## src/hdl/tcu_pkg.sv

```systemverilog
// ----------------------------------------------------------------------------
// tcu_pkg
// Shared types, constants and log table for the thermistor temperature chain.
// ----------------------------------------------------------------------------
package tcu_pkg;

   // register map, index = paddr[5:3]
   localparam int         CFG_ADDR_W   = 6;
   localparam logic [2:0] REG_SUPPLY   = 3'd0;
   localparam logic [2:0] REG_SERIES   = 3'd1;
   localparam logic [2:0] REG_COEFF_A  = 3'd2;
   localparam logic [2:0] REG_COEFF_B  = 3'd3;
   localparam logic [2:0] REG_COEFF_C  = 3'd4;
   localparam logic [2:0] REG_ALPHA    = 3'd5;

   typedef struct packed {
      logic [11:0] supply_mv;
      logic [19:0] series_ohms;
      logic [39:0] coeff_a;
      logic [39:0] coeff_b;
      logic [39:0] coeff_c;
      logic [16:0] filter_alpha;
   } cfg_type;

   localparam logic [11:0] SUPPLY_RST  = 12'd3350;
   localparam logic [19:0] SERIES_RST  = 20'd10000;
   localparam logic [39:0] COEFF_A_RST = 40'd317815219012;
   localparam logic [39:0] COEFF_B_RST = 40'd65902200000;
   localparam logic [39:0] COEFF_C_RST = 40'd24678000;
   localparam logic [16:0] ALPHA_RST   = 17'd6554;

   localparam logic [19:0] R_MIN = 20'd100;
   localparam logic [19:0] R_MAX = 20'd1000000;

   localparam logic [63:0]        TEMP_LIMIT_HI     = 64'd17339186;  // offset + max
   localparam logic signed [25:0] KELVIN_OFFSET_Q15 = 26'sd8950579;
   localparam logic signed [23:0] TEMP_MAX          = 24'sh7FFFFF;
   localparam logic signed [23:0] TEMP_MIN          = 24'sh800000;
   localparam logic [16:0]        ALPHA_ONE         = 17'd65536;

   localparam logic [31:0] DIV3_RECIP = 32'hAAAAAAAB;  // ceil(2^33/3)
   localparam logic [63:0] RECIP_NUM  = 64'h8000000000000000;

   localparam int FIFO_DEPTH = 4;
   localparam int FIFO_PTR_W = 2;

   typedef enum logic [4:0] {
      ST_IDLE, ST_DEN, ST_RDIV, ST_RCLAMP, ST_LNINIT, ST_NORM, ST_LNSTEP,
      ST_V, ST_MV2, ST_MV3, ST_MD3, ST_LNFIN, ST_MSQ, ST_MCU, ST_MB, ST_MC,
      ST_INV, ST_TDIV, ST_TEMP, ST_FMUL, ST_FADD, ST_OUT
   } back_state_type;

   // elaboration-time long division, used only to build the log table
   function automatic logic [63:0] udiv64(input logic [63:0] num, input logic [63:0] dsr);
      logic [64:0] rem;
      logic [63:0] quo;
      rem = '0;
      quo = '0;
      for (int i = 63; i >= 0; i--) begin
         rem = {rem[63:0], num[i]};
         if (rem >= {1'b0, dsr}) begin
            rem    = rem - {1'b0, dsr};
            quo[i] = 1'b1;
         end
      end
      return quo;
   endfunction

   // ln((d+1)/(d-1)) in Q32 via the atanh series
   function automatic logic [63:0] ln_ratio(input logic [63:0] d);
      logic [63:0] p;
      logic [63:0] dd;
      logic [63:0] acc;
      p   = udiv64(64'h4000000000000000, d);
      dd  = d * d;
      acc = '0;
      for (int n = 0; n < 64; n++) begin
         if (p != '0) begin
            acc = acc + udiv64(p, 64'(2 * n + 1));
            p   = udiv64(p, dd);
         end
      end
      return (64'd2 * acc + 64'h20000000) >> 30;
   endfunction

   localparam int LN_STEPS = 8;

   // entry 0: ln 2, entry k: ln(1 + 2^-k)
   localparam logic [63:0] LN_ROM [0:LN_STEPS] = '{
      ln_ratio(64'd3),   ln_ratio(64'd5),   ln_ratio(64'd9),
      ln_ratio(64'd17),  ln_ratio(64'd33),  ln_ratio(64'd65),
      ln_ratio(64'd129), ln_ratio(64'd257), ln_ratio(64'd513)
   };

endpackage

```

## src/hdl/tcu_front.sv

```systemverilog
// ----------------------------------------------------------------------------
// tcu_front
// Sample window and running sum; queues the sum once the window is full.
// ----------------------------------------------------------------------------
module tcu_front import tcu_pkg::*; #(
   parameter int WINDOW      = 10,
   parameter int SAMPLE_BITS = 12,
   parameter int SUM_W       = 16
) (
   input  logic                   clock,
   input  logic                   reset,
   input  logic                   push,
   input  logic [SAMPLE_BITS-1:0] sample,
   input  logic                   queue_full,
   output logic                   queue_wr,
   output logic [SUM_W-1:0]       queue_data
);

   localparam int FILL_W = $clog2(WINDOW + 1);

   logic [SAMPLE_BITS-1:0] win_ff [WINDOW];
   logic [FILL_W-1:0]      fill_ff, fill_in;
   logic [SUM_W-1:0]       sum_ff, sum_in;
   logic                   accept;
   logic                   win_full;

   assign accept   = push && !queue_full;
   assign win_full = (fill_ff == FILL_W'(WINDOW));

   always_comb begin
      fill_in = fill_ff;
      sum_in  = sum_ff;
      if (accept) begin
         if (!win_full) fill_in = fill_ff + 1'b1;
         sum_in = sum_ff - (win_full ? SUM_W'(win_ff[WINDOW-1]) : '0) + SUM_W'(sample);
      end
   end

   assign queue_wr   = accept && (fill_in == FILL_W'(WINDOW));
   assign queue_data = sum_in;

   always_ff @(posedge clock) begin
      if (reset) begin
         fill_ff <= '0;
         sum_ff  <= '0;
      end else begin
         fill_ff <= fill_in;
         sum_ff  <= sum_in;
      end
   end

   // shift line: tap WINDOW-1 is the sample leaving the window
   always_ff @(posedge clock) begin
      if (accept) begin
         win_ff[0] <= sample;
         for (int i = 1; i < WINDOW; i++) win_ff[i] <= win_ff[i-1];
      end
   end

endmodule

```

## config.mk

```make
export PLATFORM = sky130hd
export DESIGN_NAME = tcu_front
export DESIGN_NICKNAME = d
export VERILOG_FILES = /design/src/hdl/tcu_pkg.sv /design/src/hdl/tcu_front.sv
export SDC_FILE = /design/constraint.sdc
export NUM_CORES = 1
export LEC_CHECK = 0
export ABC_AREA = 1
export ABC_CLOCK_PERIOD_IN_PS = 3400
export BUFFER_PORTS_ARGS = -buffer_cell sky130_fd_sc_hd__buf_2
export CORE_ASPECT_RATIO = 0.6
export CORE_MARGIN = 4
export CORE_UTILIZATION = 35
export DETAILED_ROUTE_END_ITERATION = 7
export SLEW_MARGIN = 5
export SYNTH_ARGS = -nofsm -noshare
export SYNTH_HDL_FRONTEND = slang
export SYNTH_SLANG_ARGS = --single-unit
export TNS_END_PERCENT = 50
```

## constraint.sdc

```tcl
create_clock -name clock -period 3.4 [get_ports clock]
set_input_delay 0.68 -clock clock [delete_from_list [all_inputs] [get_ports clock]]
set_output_delay 0.68 -clock clock [all_outputs]
set_load 0.005 [all_outputs]
```

Word-level counts from Yosys, hierarchy flattened. Memories as Yosys holds them, arrays and structs flattened. Cells that the tools add are included.

Add/subtract/negate cells: 3. Multiply operators: 0. Div/mod/pow operators: 0. Magnitude comparators: 0. Equal/unequal tests: 2. Shift-type cells: 0. Muxes and demuxes: 6. Bitwise logic cells: 0. Reduce and logical (&&, ||, !) cells: 3.

Operators with widths (count): $add 16x12->16 (1); $mux 16 (1); $sub 16x12->16 (1); $mux 12 (1); $eq 4x4->1 const B (2); $mux 4 (2); $add 4x1->4 const B (1); $logic_and 1x1->1 (2); $mux 1 (2); $logic_not 1->1 (1).

Flip-flop bits (word level): 20. Bits in latches: 0. Bits in writable memories: 120. ROM bits: 0. Input bits: 16. Output and inout bits: 17. Memories kept: 1.

Memories: win_ff (depth 10, width 12, read ports 10, clocked after memory_dff 0, wr ports 10, RTL line tcu_front.sv:21) `logic [SAMPLE_BITS-1:0] win_ff [WINDOW];`.

Depth between registers and ports, before layout.
Depth after elaboration: 5. Gate-level depth with buffers: 19. Gate-level depth less buffers: 18.

Worst setup path after synthesis. No wires, ideal clock.

Kind: reg-to-output. From: reg fill_ff[0]. To: out queue_data[11]. Arrival: 2.676 ns. Setup slack: 0.044 ns. Stages on the path, launching flop included: 19. Path buffers: 1. Cells stage by stage: dfxtp_1 -> inv_1 -> ha_1 -> nand3_1 -> clkbuf_1 -> nor2_1 -> fa_1 -> inv_1 -> ha_1 -> nand2_1 -> inv_2 -> a21oi_2 -> nand2_4 -> nand2_2 -> nand2_1 -> nand2_1 -> nand3_1 -> nand2_1 -> inv_1.

Word-level cells in the longest chain between the ends: 5.

RTL lines: start, declared (RTL line tcu_front.sv:22) `logic [FILL_W-1:0] fill_ff, fill_in;`; start signal, assigned (RTL line tcu_front.sv:47) `fill_ff <= fill_in;`; $eq 4x4->1 (RTL line tcu_front.sv:28) `assign win_full = (fill_ff == FILL_W'(WINDOW));`; $mux 12 (RTL line tcu_front.sv:35) `sum_in = sum_ff - (win_full ? SUM_W'(win_ff[WINDOW-1]) : '0) + SUM_W'(sample);`; $sub 16x12->16 (RTL line tcu_front.sv:35); $add 16x12->16 (RTL line tcu_front.sv:35); $mux 16 (RTL line tcu_front.sv:33) `if (accept) begin`; end, declared (RTL line tcu_front.sv:16) `output logic [SUM_W-1:0] queue_data`.

Every way passes these cells.

Worst setup path in the final report.
From: reg fill_ff[0]. To: out queue_data[12].

Same word-level chain as after synthesis.

==> metrics.cfg <==
[place]
dp_slack_ps=-119
routabilityCongestion=0.842
placed_area_um2=6530
hpwl_um=6980
io_buffers=32

[floorplan]
io_pins=33
dieArea_um2=19100
die_h_um=109
start_util_pct=36.1
die_w_um=176
core-area_um2=16400
fp-row-count=36

[route]
vias=3499
drc=0
drt_iter0_drc=210
viasPerCell=4.27
firstDrtPassIters=4
routed_wirelength_um=10800
ant_nets=0
routedWlPerCell_um=13.2

[layout]
area_delta_synth_final_pct=26.4
final_cell_area_um2=7480
nets=625
antennaDiodeCount=0
drive_gt1_share_pct=29.9
fin_util_pct=45.6

[sta]
hold_violations=0
maxSlewHeadroom_pct=66.4
fin_setup_tns_ps=-3110
timing.final.crit_share_pct=109
fin_crit_ps=3720
final.setup_skew_ps=8.77
fin_ws_ps=-321
setup_viol=14
slew_violations=0
worst_slew_pin_slew_ps=505
rsz0062_at_grt=true
max_clock_freq_mhz=269

[synthesis]
syn_inst=502
synth_largest_area_cell=edfxtp_1
synth_warnings=0
synth_common_cells=edfxtp_1, inv_1, nand2_1
yosysMostFrequentCell=edfxtp_1
postSynthAreaPerCell_um2=11.8
synth_area_leaders=edfxtp_1, inv_1, dfxtp_1
syn_area_um2=5910
synth_cell_type_count=29
async_flop_share_pct=0
synth_nets=548
synthFlopType=edfxtp_1
ys_ff_latch=140
yosysTopAreaCellShare_pct=60.9
yosysSeqAreaShare_pct=67.7
synth_edf_count=120

[clock_tree]
cts_tree=done
root_buffer=clkbuf_16
postCtsHoldBufs=0
htreeDepth=4
cts_max_path_buffers=2
cts_buffers=17
path_clk_slew_ps=60
clock-sinks=140
clk_latency_ps=410

[power_and_ir_drop]
p_per_area_nw_per_um2=615
peakVddDrop_v=0.000335
leakage_nw=3.16

[run_status]
status=finished, violations left
violations=setup timing

[min_path]
min_path_cells=0
hold_class=register to register

[worst_setup_path]
start_kind=register
critical_path_required_ps=2720
r2r_cells=20
r2r_setup_slack_ps=650
arrival_ps=3040
path_max_fanout=4
worst-setup-path-type=register to primary output
endpoint_kind=primary output

[grt]
grt_pass1_vias=3562
track_usage_pct=12.0
antenna_found_initial=0
grt_overflow_total=0
grt_max_degree=41
grt_first_pass_wirelength_um=17700

[run]
max_cap_viol_count=0

[stage by stage]
stage | power (mW) | instances | hold slack, ps
5_1_grt | 4.84 | 820 | 417
3_3_place_gp | 2.62 | 782 | 401
6_report | 4.60 | 820 | 409
2_1_floorplan | 2.42 | 502 | 400
3_5_place_dp | 2.63 | 782 | 405
4_1_cts | 4.63 | 818 | 409
[power breakdown]
part	internal [mW]	total, mW	switching (mW)	leakage (nW)
registers	1.94	1.97	0.0240	1.29
clock network	1.11	1.88	0.772	0.293
logic	0.320	0.752	0.432	1.58
[cell families (layout without fill, tap and decap cells)]
kind of cell | Yosys count | after routing | synth area share [%]
AND/OR/NAND/NOR | 178 | 178 | 13.1
flip-flops | 140 | 140 | 67.7
buffers and inverters | 120 | 210 | 7.79
adder cells (fa/ha/maj) | 30 | 30 | 7.87
AO/OA/AOI/OAI | 26 | 26 | 2.33
XOR/XNOR | 8 | 8 | 1.18
[worst paths after layout]
kind                          to     startpoint
setup reg to reg      sum_ff[11]     fill_ff[0]
setup / recovery  queue_data[12]     fill_ff[0]
hold / removal     win_ff[7][11]  win_ff[6][11]
hold reg to reg    win_ff[7][11]  win_ff[6][11]
[metal layers]
metal | wire length [um] | GRT usage [%] | vias to the layer above
met5 | 0 | 0 | -
met4 | 96 | 3.89 | 0
met3 | 334 | 3.36 | 13
met2 | 4790 | 18.4 | 43
met1 | 5620 | 16.8 | 1689
li1 | - | - | 1754
[final cells by class]
| cell class | count | area (um^2) |
|---|---|---|
| sequential | 140 | 4010 |
| timing repair buffer | 64 | 415 |
| inverter | 114 | 428 |
| clock inverter | 15 | 175 |
| multi-input combinational | 242 | 1740 |
| fill | 1504 | 8920 |
| clock buffer | 17 | 425 |
| tap | 228 | 285 |
[state kept, by name, summed over array words and instances, names as in the netlist]
name and flops:
fill_ff 4, sum_ff 16, win_ff 120
[timing repair]
action                                  in CTS  in global routing
buffers inserted                             3                  2
gates resized for setup                     53                 17
cloned                                       1                  0
endpoints found under the hold margin        0                  0
endpoints found under the setup margin      15                 14
pin swaps                                   13                 13
[cells in the final DEF (no fill, tap or decap), types with 3 or more instances in the layout]
cell,netlist,final
edfxtp_1,120,120
inv_1,110,102
nand2_1,104,88
buf_2,2,32
buf_4,0,28
nor2_1,35,26
nand2_2,7,23
clkbuf_16,0,17
dfxtp_1,20,17
nand3_1,15,14
ha_4,0,13
inv_2,4,12
a21oi_1,17,12
fa_1,12,11
nor2_2,5,10
a21oi_2,1,6
xor2_1,6,6
ha_1,18,5
inv_6,0,5
nor2_4,0,4
nand3_2,5,4
buf_6,1,4
o21ai_0,3,3
clkinv_4,0,3
inv_8,0,3
dfxtp_2,0,3
[critical path: stages (launching register included)]
cell	delay, ps
dfxtp_2	340
inv_2	50
ha_4	160
nand3_4	80
buf_6	130
nor2_4	30
fa_1	520
inv_2	60
fa_2	360
nand3_1	110
nand3_2	100
nand2_2	80
nand2_2	60
nand2_1	90
nand2_1	70
nand2_1	60
nand3_1	80
nand2_2	100
inv_1	40
buf_2	110
Power figures use the tool's default switching activity.
