$ cat src/hdl/tcu_pkg.sv
// ----------------------------------------------------------------------------
// tcu_pkg
// Shared types, constants and log table for the thermistor temperature chain.
// ----------------------------------------------------------------------------
package tcu_pkg;

   // register map, index = paddr[5:3]
   localparam int         CFG_ADDR_W   = 6;
   localparam logic [2:0] REG_SUPPLY   = 3'd0;
   localparam logic [2:0] REG_SERIES   = 3'd1;
   localparam logic [2:0] REG_COEFF_A  = 3'd2;
   localparam logic [2:0] REG_COEFF_B  = 3'd3;
   localparam logic [2:0] REG_COEFF_C  = 3'd4;
   localparam logic [2:0] REG_ALPHA    = 3'd5;

   typedef struct packed {
      logic [11:0] supply_mv;
      logic [19:0] series_ohms;
      logic [39:0] coeff_a;
      logic [39:0] coeff_b;
      logic [39:0] coeff_c;
      logic [16:0] filter_alpha;
   } cfg_type;

   localparam logic [11:0] SUPPLY_RST  = 12'd3350;
   localparam logic [19:0] SERIES_RST  = 20'd10000;
   localparam logic [39:0] COEFF_A_RST = 40'd317815219012;
   localparam logic [39:0] COEFF_B_RST = 40'd65902200000;
   localparam logic [39:0] COEFF_C_RST = 40'd24678000;
   localparam logic [16:0] ALPHA_RST   = 17'd6554;

   localparam logic [19:0] R_MIN = 20'd100;
   localparam logic [19:0] R_MAX = 20'd1000000;

   localparam logic [63:0]        TEMP_LIMIT_HI     = 64'd17339186;  // offset + max
   localparam logic signed [25:0] KELVIN_OFFSET_Q15 = 26'sd8950579;
   localparam logic signed [23:0] TEMP_MAX          = 24'sh7FFFFF;
   localparam logic signed [23:0] TEMP_MIN          = 24'sh800000;
   localparam logic [16:0]        ALPHA_ONE         = 17'd65536;

   localparam logic [31:0] DIV3_RECIP = 32'hAAAAAAAB;  // ceil(2^33/3)
   localparam logic [63:0] RECIP_NUM  = 64'h8000000000000000;

   localparam int FIFO_DEPTH = 4;
   localparam int FIFO_PTR_W = 2;

   typedef enum logic [4:0] {
      ST_IDLE, ST_DEN, ST_RDIV, ST_RCLAMP, ST_LNINIT, ST_NORM, ST_LNSTEP,
      ST_V, ST_MV2, ST_MV3, ST_MD3, ST_LNFIN, ST_MSQ, ST_MCU, ST_MB, ST_MC,
      ST_INV, ST_TDIV, ST_TEMP, ST_FMUL, ST_FADD, ST_OUT
   } back_state_type;

   // elaboration-time long division, used only to build the log table
   function automatic logic [63:0] udiv64(input logic [63:0] num, input logic [63:0] dsr);
      logic [64:0] rem;
      logic [63:0] quo;
      rem = '0;
      quo = '0;
      for (int i = 63; i >= 0; i--) begin
         rem = {rem[63:0], num[i]};
         if (rem >= {1'b0, dsr}) begin
            rem    = rem - {1'b0, dsr};
            quo[i] = 1'b1;
         end
      end
      return quo;
   endfunction

   // ln((d+1)/(d-1)) in Q32 via the atanh series
   function automatic logic [63:0] ln_ratio(input logic [63:0] d);
      logic [63:0] p;
      logic [63:0] dd;
      logic [63:0] acc;
      p   = udiv64(64'h4000000000000000, d);
      dd  = d * d;
      acc = '0;
      for (int n = 0; n < 64; n++) begin
         if (p != '0) begin
            acc = acc + udiv64(p, 64'(2 * n + 1));
            p   = udiv64(p, dd);
         end
      end
      return (64'd2 * acc + 64'h20000000) >> 30;
   endfunction

   localparam int LN_STEPS = 8;

   // entry 0: ln 2, entry k: ln(1 + 2^-k)
   localparam logic [63:0] LN_ROM [0:LN_STEPS] = '{
      ln_ratio(64'd3),   ln_ratio(64'd5),   ln_ratio(64'd9),
      ln_ratio(64'd17),  ln_ratio(64'd33),  ln_ratio(64'd65),
      ln_ratio(64'd129), ln_ratio(64'd257), ln_ratio(64'd513)
   };

endpackage

$ cat src/hdl/tcu_fifo.sv
// ----------------------------------------------------------------------------
// tcu_fifo
// Short queue of window sums between front and back.
// ----------------------------------------------------------------------------
module tcu_fifo import tcu_pkg::*; #(
   parameter int WIDTH = 16
) (
   input  logic             clock,
   input  logic             reset,
   input  logic             wr_en,
   input  logic [WIDTH-1:0] wr_data,
   output logic             full,
   input  logic             rd_en,
   output logic [WIDTH-1:0] rd_data,
   output logic             empty
);

   logic [WIDTH-1:0]      mem_ff [FIFO_DEPTH];
   logic [FIFO_PTR_W-1:0] wp_ff, wp_in, rp_ff, rp_in;
   logic [FIFO_PTR_W:0]   cnt_ff, cnt_in;
   logic                  do_wr, do_rd;

   assign full    = (cnt_ff == (FIFO_PTR_W + 1)'(FIFO_DEPTH));
   assign empty   = (cnt_ff == '0);
   assign do_wr   = wr_en && !full;
   assign do_rd   = rd_en && !empty;
   assign rd_data = mem_ff[rp_ff];

   always_comb begin
      wp_in  = do_wr ? wp_ff + 1'b1 : wp_ff;
      rp_in  = do_rd ? rp_ff + 1'b1 : rp_ff;
      cnt_in = cnt_ff;
      if (do_wr && !do_rd) cnt_in = cnt_ff + 1'b1;
      if (!do_wr && do_rd) cnt_in = cnt_ff - 1'b1;
   end

   always_ff @(posedge clock) begin
      if (reset) begin
         wp_ff  <= '0;
         rp_ff  <= '0;
         cnt_ff <= '0;
      end else begin
         wp_ff  <= wp_in;
         rp_ff  <= rp_in;
         cnt_ff <= cnt_in;
      end
   end

   always_ff @(posedge clock) begin
      if (do_wr) mem_ff[wp_ff] <= wr_data;
   end

endmodule

$ cat config.mk
export PLATFORM = sky130hd
export DESIGN_NAME = tcu_fifo
export DESIGN_NICKNAME = d
export VERILOG_FILES = /design/src/hdl/tcu_pkg.sv /design/src/hdl/tcu_fifo.sv
export SDC_FILE = /design/constraint.sdc
export NUM_CORES = 1
export LEC_CHECK = 0
export ABC_AREA = 0
export CAP_MARGIN = 25
export CORE_ASPECT_RATIO = 1.5
export CORE_MARGIN = 2
export CORE_UTILIZATION = 42
export DETAILED_ROUTE_END_ITERATION = 10
export DONT_BUFFER_PORTS = 1
export PLACE_DENSITY = 0.59
export SETUP_SLACK_MARGIN = 0.15
export SYNTH_ARGS = -nofsm -noshare
export SYNTH_HDL_FRONTEND = slang
export SYNTH_SLANG_ARGS = --single-unit
$ cat constraint.sdc
create_clock -name clock -period 1.81 [get_ports clock]
set_input_delay 0.362 -clock clock [delete_from_list [all_inputs] [get_ports clock]]
set_output_delay 0.362 -clock clock [all_outputs]
set_load 0.03 [all_outputs]
After elaboration in Yosys (flattened, before gate mapping)
Memories as Yosys holds them, arrays and structs flattened. A register that Yosys moved wholly into a read port is not among the register bits.
Index checks and enable logic that the tools add are counted.
Widths: inputs -> output; s select.
{"block": "op_classes", "muxes": 6, "shifts": 0, "n_reduce_logical": 10, "n_eq_ne": 1, "div": 0, "add_sub_neg": 4, "multipliers": 0, "magnitude_cmp": 0, "n_bitwise": 0}
{"cell": "$mux 3", "n": 2}
{"cell": "$add 2x1->2 const B", "n": 2}
{"cell": "$logic_and 1x1->1", "n": 4}
{"cell": "$logic_not 1->1", "n": 4}
{"cell": "$mux 2", "n": 2}
{"cell": "$add 3x1->3 const B", "n": 1}
{"cell": "$eq 3x3->1 const B", "n": 1}
{"cell": "$logic_not 3->1", "n": 1}
{"cell": "$sub 3x1->3 const B", "n": 1}
{"cell": "$mux 1", "n": 2}
{"cell": "$reduce_bool 2->1", "n": 1}
{"block": "totals", "mem_count": 1, "output_inout_bits": 18, "rom_bits": 0, "ramBits": 64, "in_bits": 20, "register_bits": 7, "latchBits": 0}
{"memory": "mem_ff", "depth": 4, "word_bits": 16, "rd": 1, "rd_clocked_by_memory_dff": 1, "write_ports": 1, "line_no": "tcu_fifo.sv:18", "rtl": "logic [WIDTH-1:0] mem_ff [FIFO_DEPTH];"}

Logic depth before layout (Yosys ltp)
{"block": "logic_depth", "word_depth": 7, "ltp_mapped": 9, "mapped_depth_nobuf": 9}

Worst setup path before layout
OpenSTA, ideal clock, no wires.
{"block": "synth_path", "kind": "register -> register", "start": "register cnt_ff[2]", "end": "register cnt_ff[2]", "path_slack_ns": -0.548, "path_stages_with_launch": 10, "arrival_ns": 2.288, "required_ns": 1.740, "path_cell_list": "dfxtp_1 nor3b_2 nor2_1 inv_1 ha_1 inv_1 fa_1 xor2_1 or3_1 a21oi_1"}
{"block": "synth_between", "elab_chain_len": 6, "word_cells_on_any_way": 15, "classes_between": "add/sub (2); eq/ne (1); mux (2); reduce/logical (10)"}
{"element": "start, declared", "line_no": "tcu_fifo.sv:20", "rtl": "logic [FIFO_PTR_W:0] cnt_ff, cnt_in;"}
{"element": "start signal, assigned", "line_no": "tcu_fifo.sv:45", "rtl": "cnt_ff <= cnt_in;"}
{"element": "$eq 3x3->1 *", "line_no": "tcu_fifo.sv:23", "rtl": "assign full = (cnt_ff == (FIFO_PTR_W + 1)'(FIFO_DEPTH));"}
{"element": "via full", "line_no": "tcu_fifo.sv:12", "rtl": "output logic full,"}
{"element": "$logic_not 1->1 *", "line_no": "tcu_fifo.sv:25", "rtl": "assign do_wr = wr_en && !full;"}
{"element": "$logic_and 1x1->1 *", "line_no": "tcu_fifo.sv:25"}
{"element": "$logic_not 1->1", "line_no": "tcu_fifo.sv:34", "rtl": "if (!do_wr && do_rd) cnt_in = cnt_ff - 1'b1;"}
{"element": "$logic_and 1x1->1", "line_no": "tcu_fifo.sv:34"}
{"element": "$mux 3 / $reduce_bool 2->1 (equally long branches)"}
Mark *: on every way through the listed nets, which the timed path passes. The rest lies on a longest branch. The select of a mux whose other input is x is not followed.
A chain may end at the register's enable or synchronous reset.

==> flow_metrics.env <==
export IMPL_timing_slew_headroom_pct=71.2
export IMPL_hold_path_depth=1
export IMPL_route_detailed_wl_per_inst_um=19.4
export IMPL_required_ps=1450
export IMPL_synthesis_area_per_instance_um2=20.4
export IMPL_antenna_found_initial=0
export IMPL_dr_pass1_iters=4
export IMPL_final_setup_worst_slack_ps=-140
export IMPL_insertedDiodeCount=0
export IMPL_mappedNetlistArea_um2=2820
export IMPL_vias=1337
export IMPL_grt_pass1_wl_um=7760
export IMPL_die_y_um=104
export IMPL_buffer_ports_inserted=0
export IMPL_unrepaired_setup_endpoints_after_global_routing="yes"
export IMPL_worst_r2r_startpoint="cnt_ff[0]$_SDFFE_PP0P_"
export IMPL_tightest_slew_ps=432
export IMPL_finalCriticalPeriod_ps=1950
export IMPL_worst_ep_arrival_time_ps=1590
export IMPL_synthDistinctLibCells=23
export IMPL_dieArea_um2=7400
export IMPL_timing_max_cap_violations=0
export IMPL_postSynthRegisterBits=73
export IMPL_antenna_violating_nets_post_route=0
export IMPL_fin_nets=198
export IMPL_floorplan_io_pins=38
export IMPL_tns_ps=-1780
export IMPL_worst_hold_path_endpoint="cnt_ff[2]$_SDFFE_PP0P_"
export IMPL_synth_enable_flop_cells=64
export IMPL_post_layout_total_power_mw=5.03
export IMPL_dpl_cell_area_um2=3040
export IMPL_path_max_fanout=5
export IMPL_worst_setup_path_type="reg2out"
export IMPL_post_route_cells_drive_above_1_share_pct=40.1
export IMPL_power_ir_vdd_worst_v=0.000735
export IMPL_grt_pass1_vias=1481
export IMPL_area_delta_synth_final_pct=20.5
export IMPL_worst_r2r_endpoint="cnt_ff[2]$_SDFFE_PP0P_"
export IMPL_synth_sequential_area_ratio_pct=74.5
export IMPL_r2r_cells=9
export IMPL_netlist_instances=138
export IMPL_whs_ps=70.1
export IMPL_grt_start_max_net_pins=17
export IMPL_filler_cell_count=539
export IMPL_clk_pin_slew_worst_paths_ps=70
export IMPL_final_setup_violations=17
export IMPL_hold_start="reset"
export IMPL_groute_usage_overall_pct=14.4
export IMPL_power_density_cell_area_nw_per_um2=1480
export IMPL_run_status="finished with violations"
export IMPL_fmax_mhz=513
export IMPL_maxSlewViolCount=0
export IMPL_route_detailed_drc=0
export IMPL_synth_main_ff_cell="sky130_fd_sc_hd__edfxtp_1"
export IMPL_multi_input_combinational_cell_area_um2=678
export IMPL_rows=36
export IMPL_final_core_density_pct=52.4
export IMPL_failed_checks="negative setup slack"
export IMPL_ff2ff_setup_slack_ps=-100
export IMPL_design_core_area_um2=6490
export IMPL_timing_hold_worst_class="in2reg"
export IMPL_cts_hold_repair_buffers=0
export IMPL_post_place_cells=227
export IMPL_dp_hpwl_um=3090
export IMPL_floorplan_initialDensity_pct=43.5
export IMPL_cts_tree="built"
export IMPL_post_layout_nonfiller_instances=253
export IMPL_worst_setup_path_start_kind="flop"
export IMPL_dr_first_iter_drc_count=87
export IMPL_route_detailed_vias_per_inst=5.28
export IMPL_cts_buffers_inserted=9
export IMPL_totalWireLength_um=4900
export IMPL_dpl_worst_slack_ps=-173
export IMPL_worst_skew_pair_late_latency_ps=340
export IMPL_clkSinkCount=73
export IMPL_cts_htree_levels=3
export IMPL_clock_skew_ps=10.3
export IMPL_yosys_warnings=0
export IMPL_power_leakage_nw=1.14
export IMPL_finalHoldViolCount=0
export IMPL_share_of_synthesized_registers_carrying_an_async_set_or_reset_pct=0
export IMPL_finalInstanceArea_um2=3400
export IMPL_finalWeightedCongestion=0.779
export IMPL_flip_flop_and_latch_area_um2=2110
export IMPL_synth_net_count=164
export IMPL_clock_tree_buffer_depth=2
export IMPL_clock_root_buffer_master="sky130_fd_sc_hd__clkbuf_8"
export IMPL_die_width_um=70.9
export IMPL_post_route_period_util_pct=108
export IMPL_globalRoute_totalOverflow=0
export IMPL_endpoint_kind="primary output"
## routing by layer
layer | vias to the layer above | share of wire, % | GRT usage (%)
met1 | 680 | 36 | 15.0
met3 | 11 | 6.0 | 6.20
li1 | 608 | - | -
met2 | 38 | 55 | 24.2
met4 | 0 | 2.6 | 7.82
met5 | - | 0 | 0
## how the worst max path moves through the flow
stage	startpoint	to	slack [ps]
2_1_floorplan	cnt_ff[0]$_SDFFE_PP0P_	cnt_ff[2]$_SDFFE_PP0P_	-310
3_3_place_gp	cnt_ff[0]$_SDFFE_PP0P_	cnt_ff[2]$_SDFFE_PP0P_	-9
3_5_place_dp	cnt_ff[0]$_SDFFE_PP0P_	cnt_ff[2]$_SDFFE_PP0P_	-170
4_1_cts	flop	rd_data[6]	-170
5_1_grt	cnt_ff[0]$_SDFFE_PP0P_	cnt_ff[2]$_SDFFE_PP0P_	-190
6_report	flop	rd_data[6]	-140
## sequential cells by signal, indices dropped and copies added (netlist names), named ones only
name	flops
cnt_ff	3
mem_ff	64
rp_ff	2
wp_ff	2
## Yosys cell counts (all sizes together) (2+ instances only)
library cell / n / area share, %
or3: 3 / 0.67
and2: 4 / 0.89
nor2: 6 / 0.80
o21ai: 3 / 0.53
a21oi: 4 / 0.71
buf: 5 / 1.6
ha: 5 / 2.2
mux4: 16 / 14
nand2b: 2 / 0.44
edfxtp: 64 / 68
xor2: 3 / 0.93
inv: 8 / 1.1
dfxtp: 9 / 6.4
## layout by cell type, fill, tap and decap left out, types with 2 or more instances in the layout
cell,n
sky130_fd_sc_hd__a21oi_1,3
sky130_fd_sc_hd__and2_1,3
sky130_fd_sc_hd__buf_12,3
sky130_fd_sc_hd__buf_4,13
sky130_fd_sc_hd__buf_6,10
sky130_fd_sc_hd__clkbuf_1,5
sky130_fd_sc_hd__clkbuf_8,11
sky130_fd_sc_hd__dfxtp_1,5
sky130_fd_sc_hd__dfxtp_4,3
sky130_fd_sc_hd__edfxtp_1,64
sky130_fd_sc_hd__ha_1,4
sky130_fd_sc_hd__inv_1,5
sky130_fd_sc_hd__inv_2,3
sky130_fd_sc_hd__mux4_2,16
sky130_fd_sc_hd__nand2b_1,2
sky130_fd_sc_hd__nor2_1,4
sky130_fd_sc_hd__nor2_2,2
sky130_fd_sc_hd__o21ai_0,3
sky130_fd_sc_hd__or3_1,3
sky130_fd_sc_hd__xor2_1,3
## logic make-up after synthesis
family          Yosys count  synth area share (%)
compound gates            8                  1.51
mux                      17                  13.9
fa+ha+maj                 6                  2.93
buf+inv                  13                  2.66
simple gates             18                  3.55
xor+xnor                  3                 0.931
flops                    73                  74.5
## critical path, stage by stage (launching register included)
cell	delay, ps
sky130_fd_sc_hd__dfxtp_4	370
sky130_fd_sc_hd__buf_6	100
sky130_fd_sc_hd__buf_12	110
sky130_fd_sc_hd__mux4_2	510
sky130_fd_sc_hd__buf_6	160
## power by group
| group | switching, mW | leakage [nW] | internal [mW] |
|---|---|---|---|
| registers | 0.0793 | 0.664 | 2.04 |
| clock network | 0.531 | 0.0850 | 0.576 |
| logic | 0.926 | 0.394 | 0.877 |
## area by class of cell
| type | count | area share (%) |
|---|---|---|
| sequential | 73 | 62.2 |
| multi-input combinational | 52 | 19.9 |
| tap | 76 | 2.80 |
| inverter | 8 | 0.883 |
| clock buffer | 16 | 5.00 |
| timing repair buffer | 28 | 9.20 |
## timing repair
item,CTS,global route
buffers inserted,8,1
endpoints found under the hold margin,0,0
cloned,1,0
pin swaps,5,1
setup endpoints to repair,35,19
resized for setup,28,5
No activity file was read; power rests on OpenSTA's default activity.
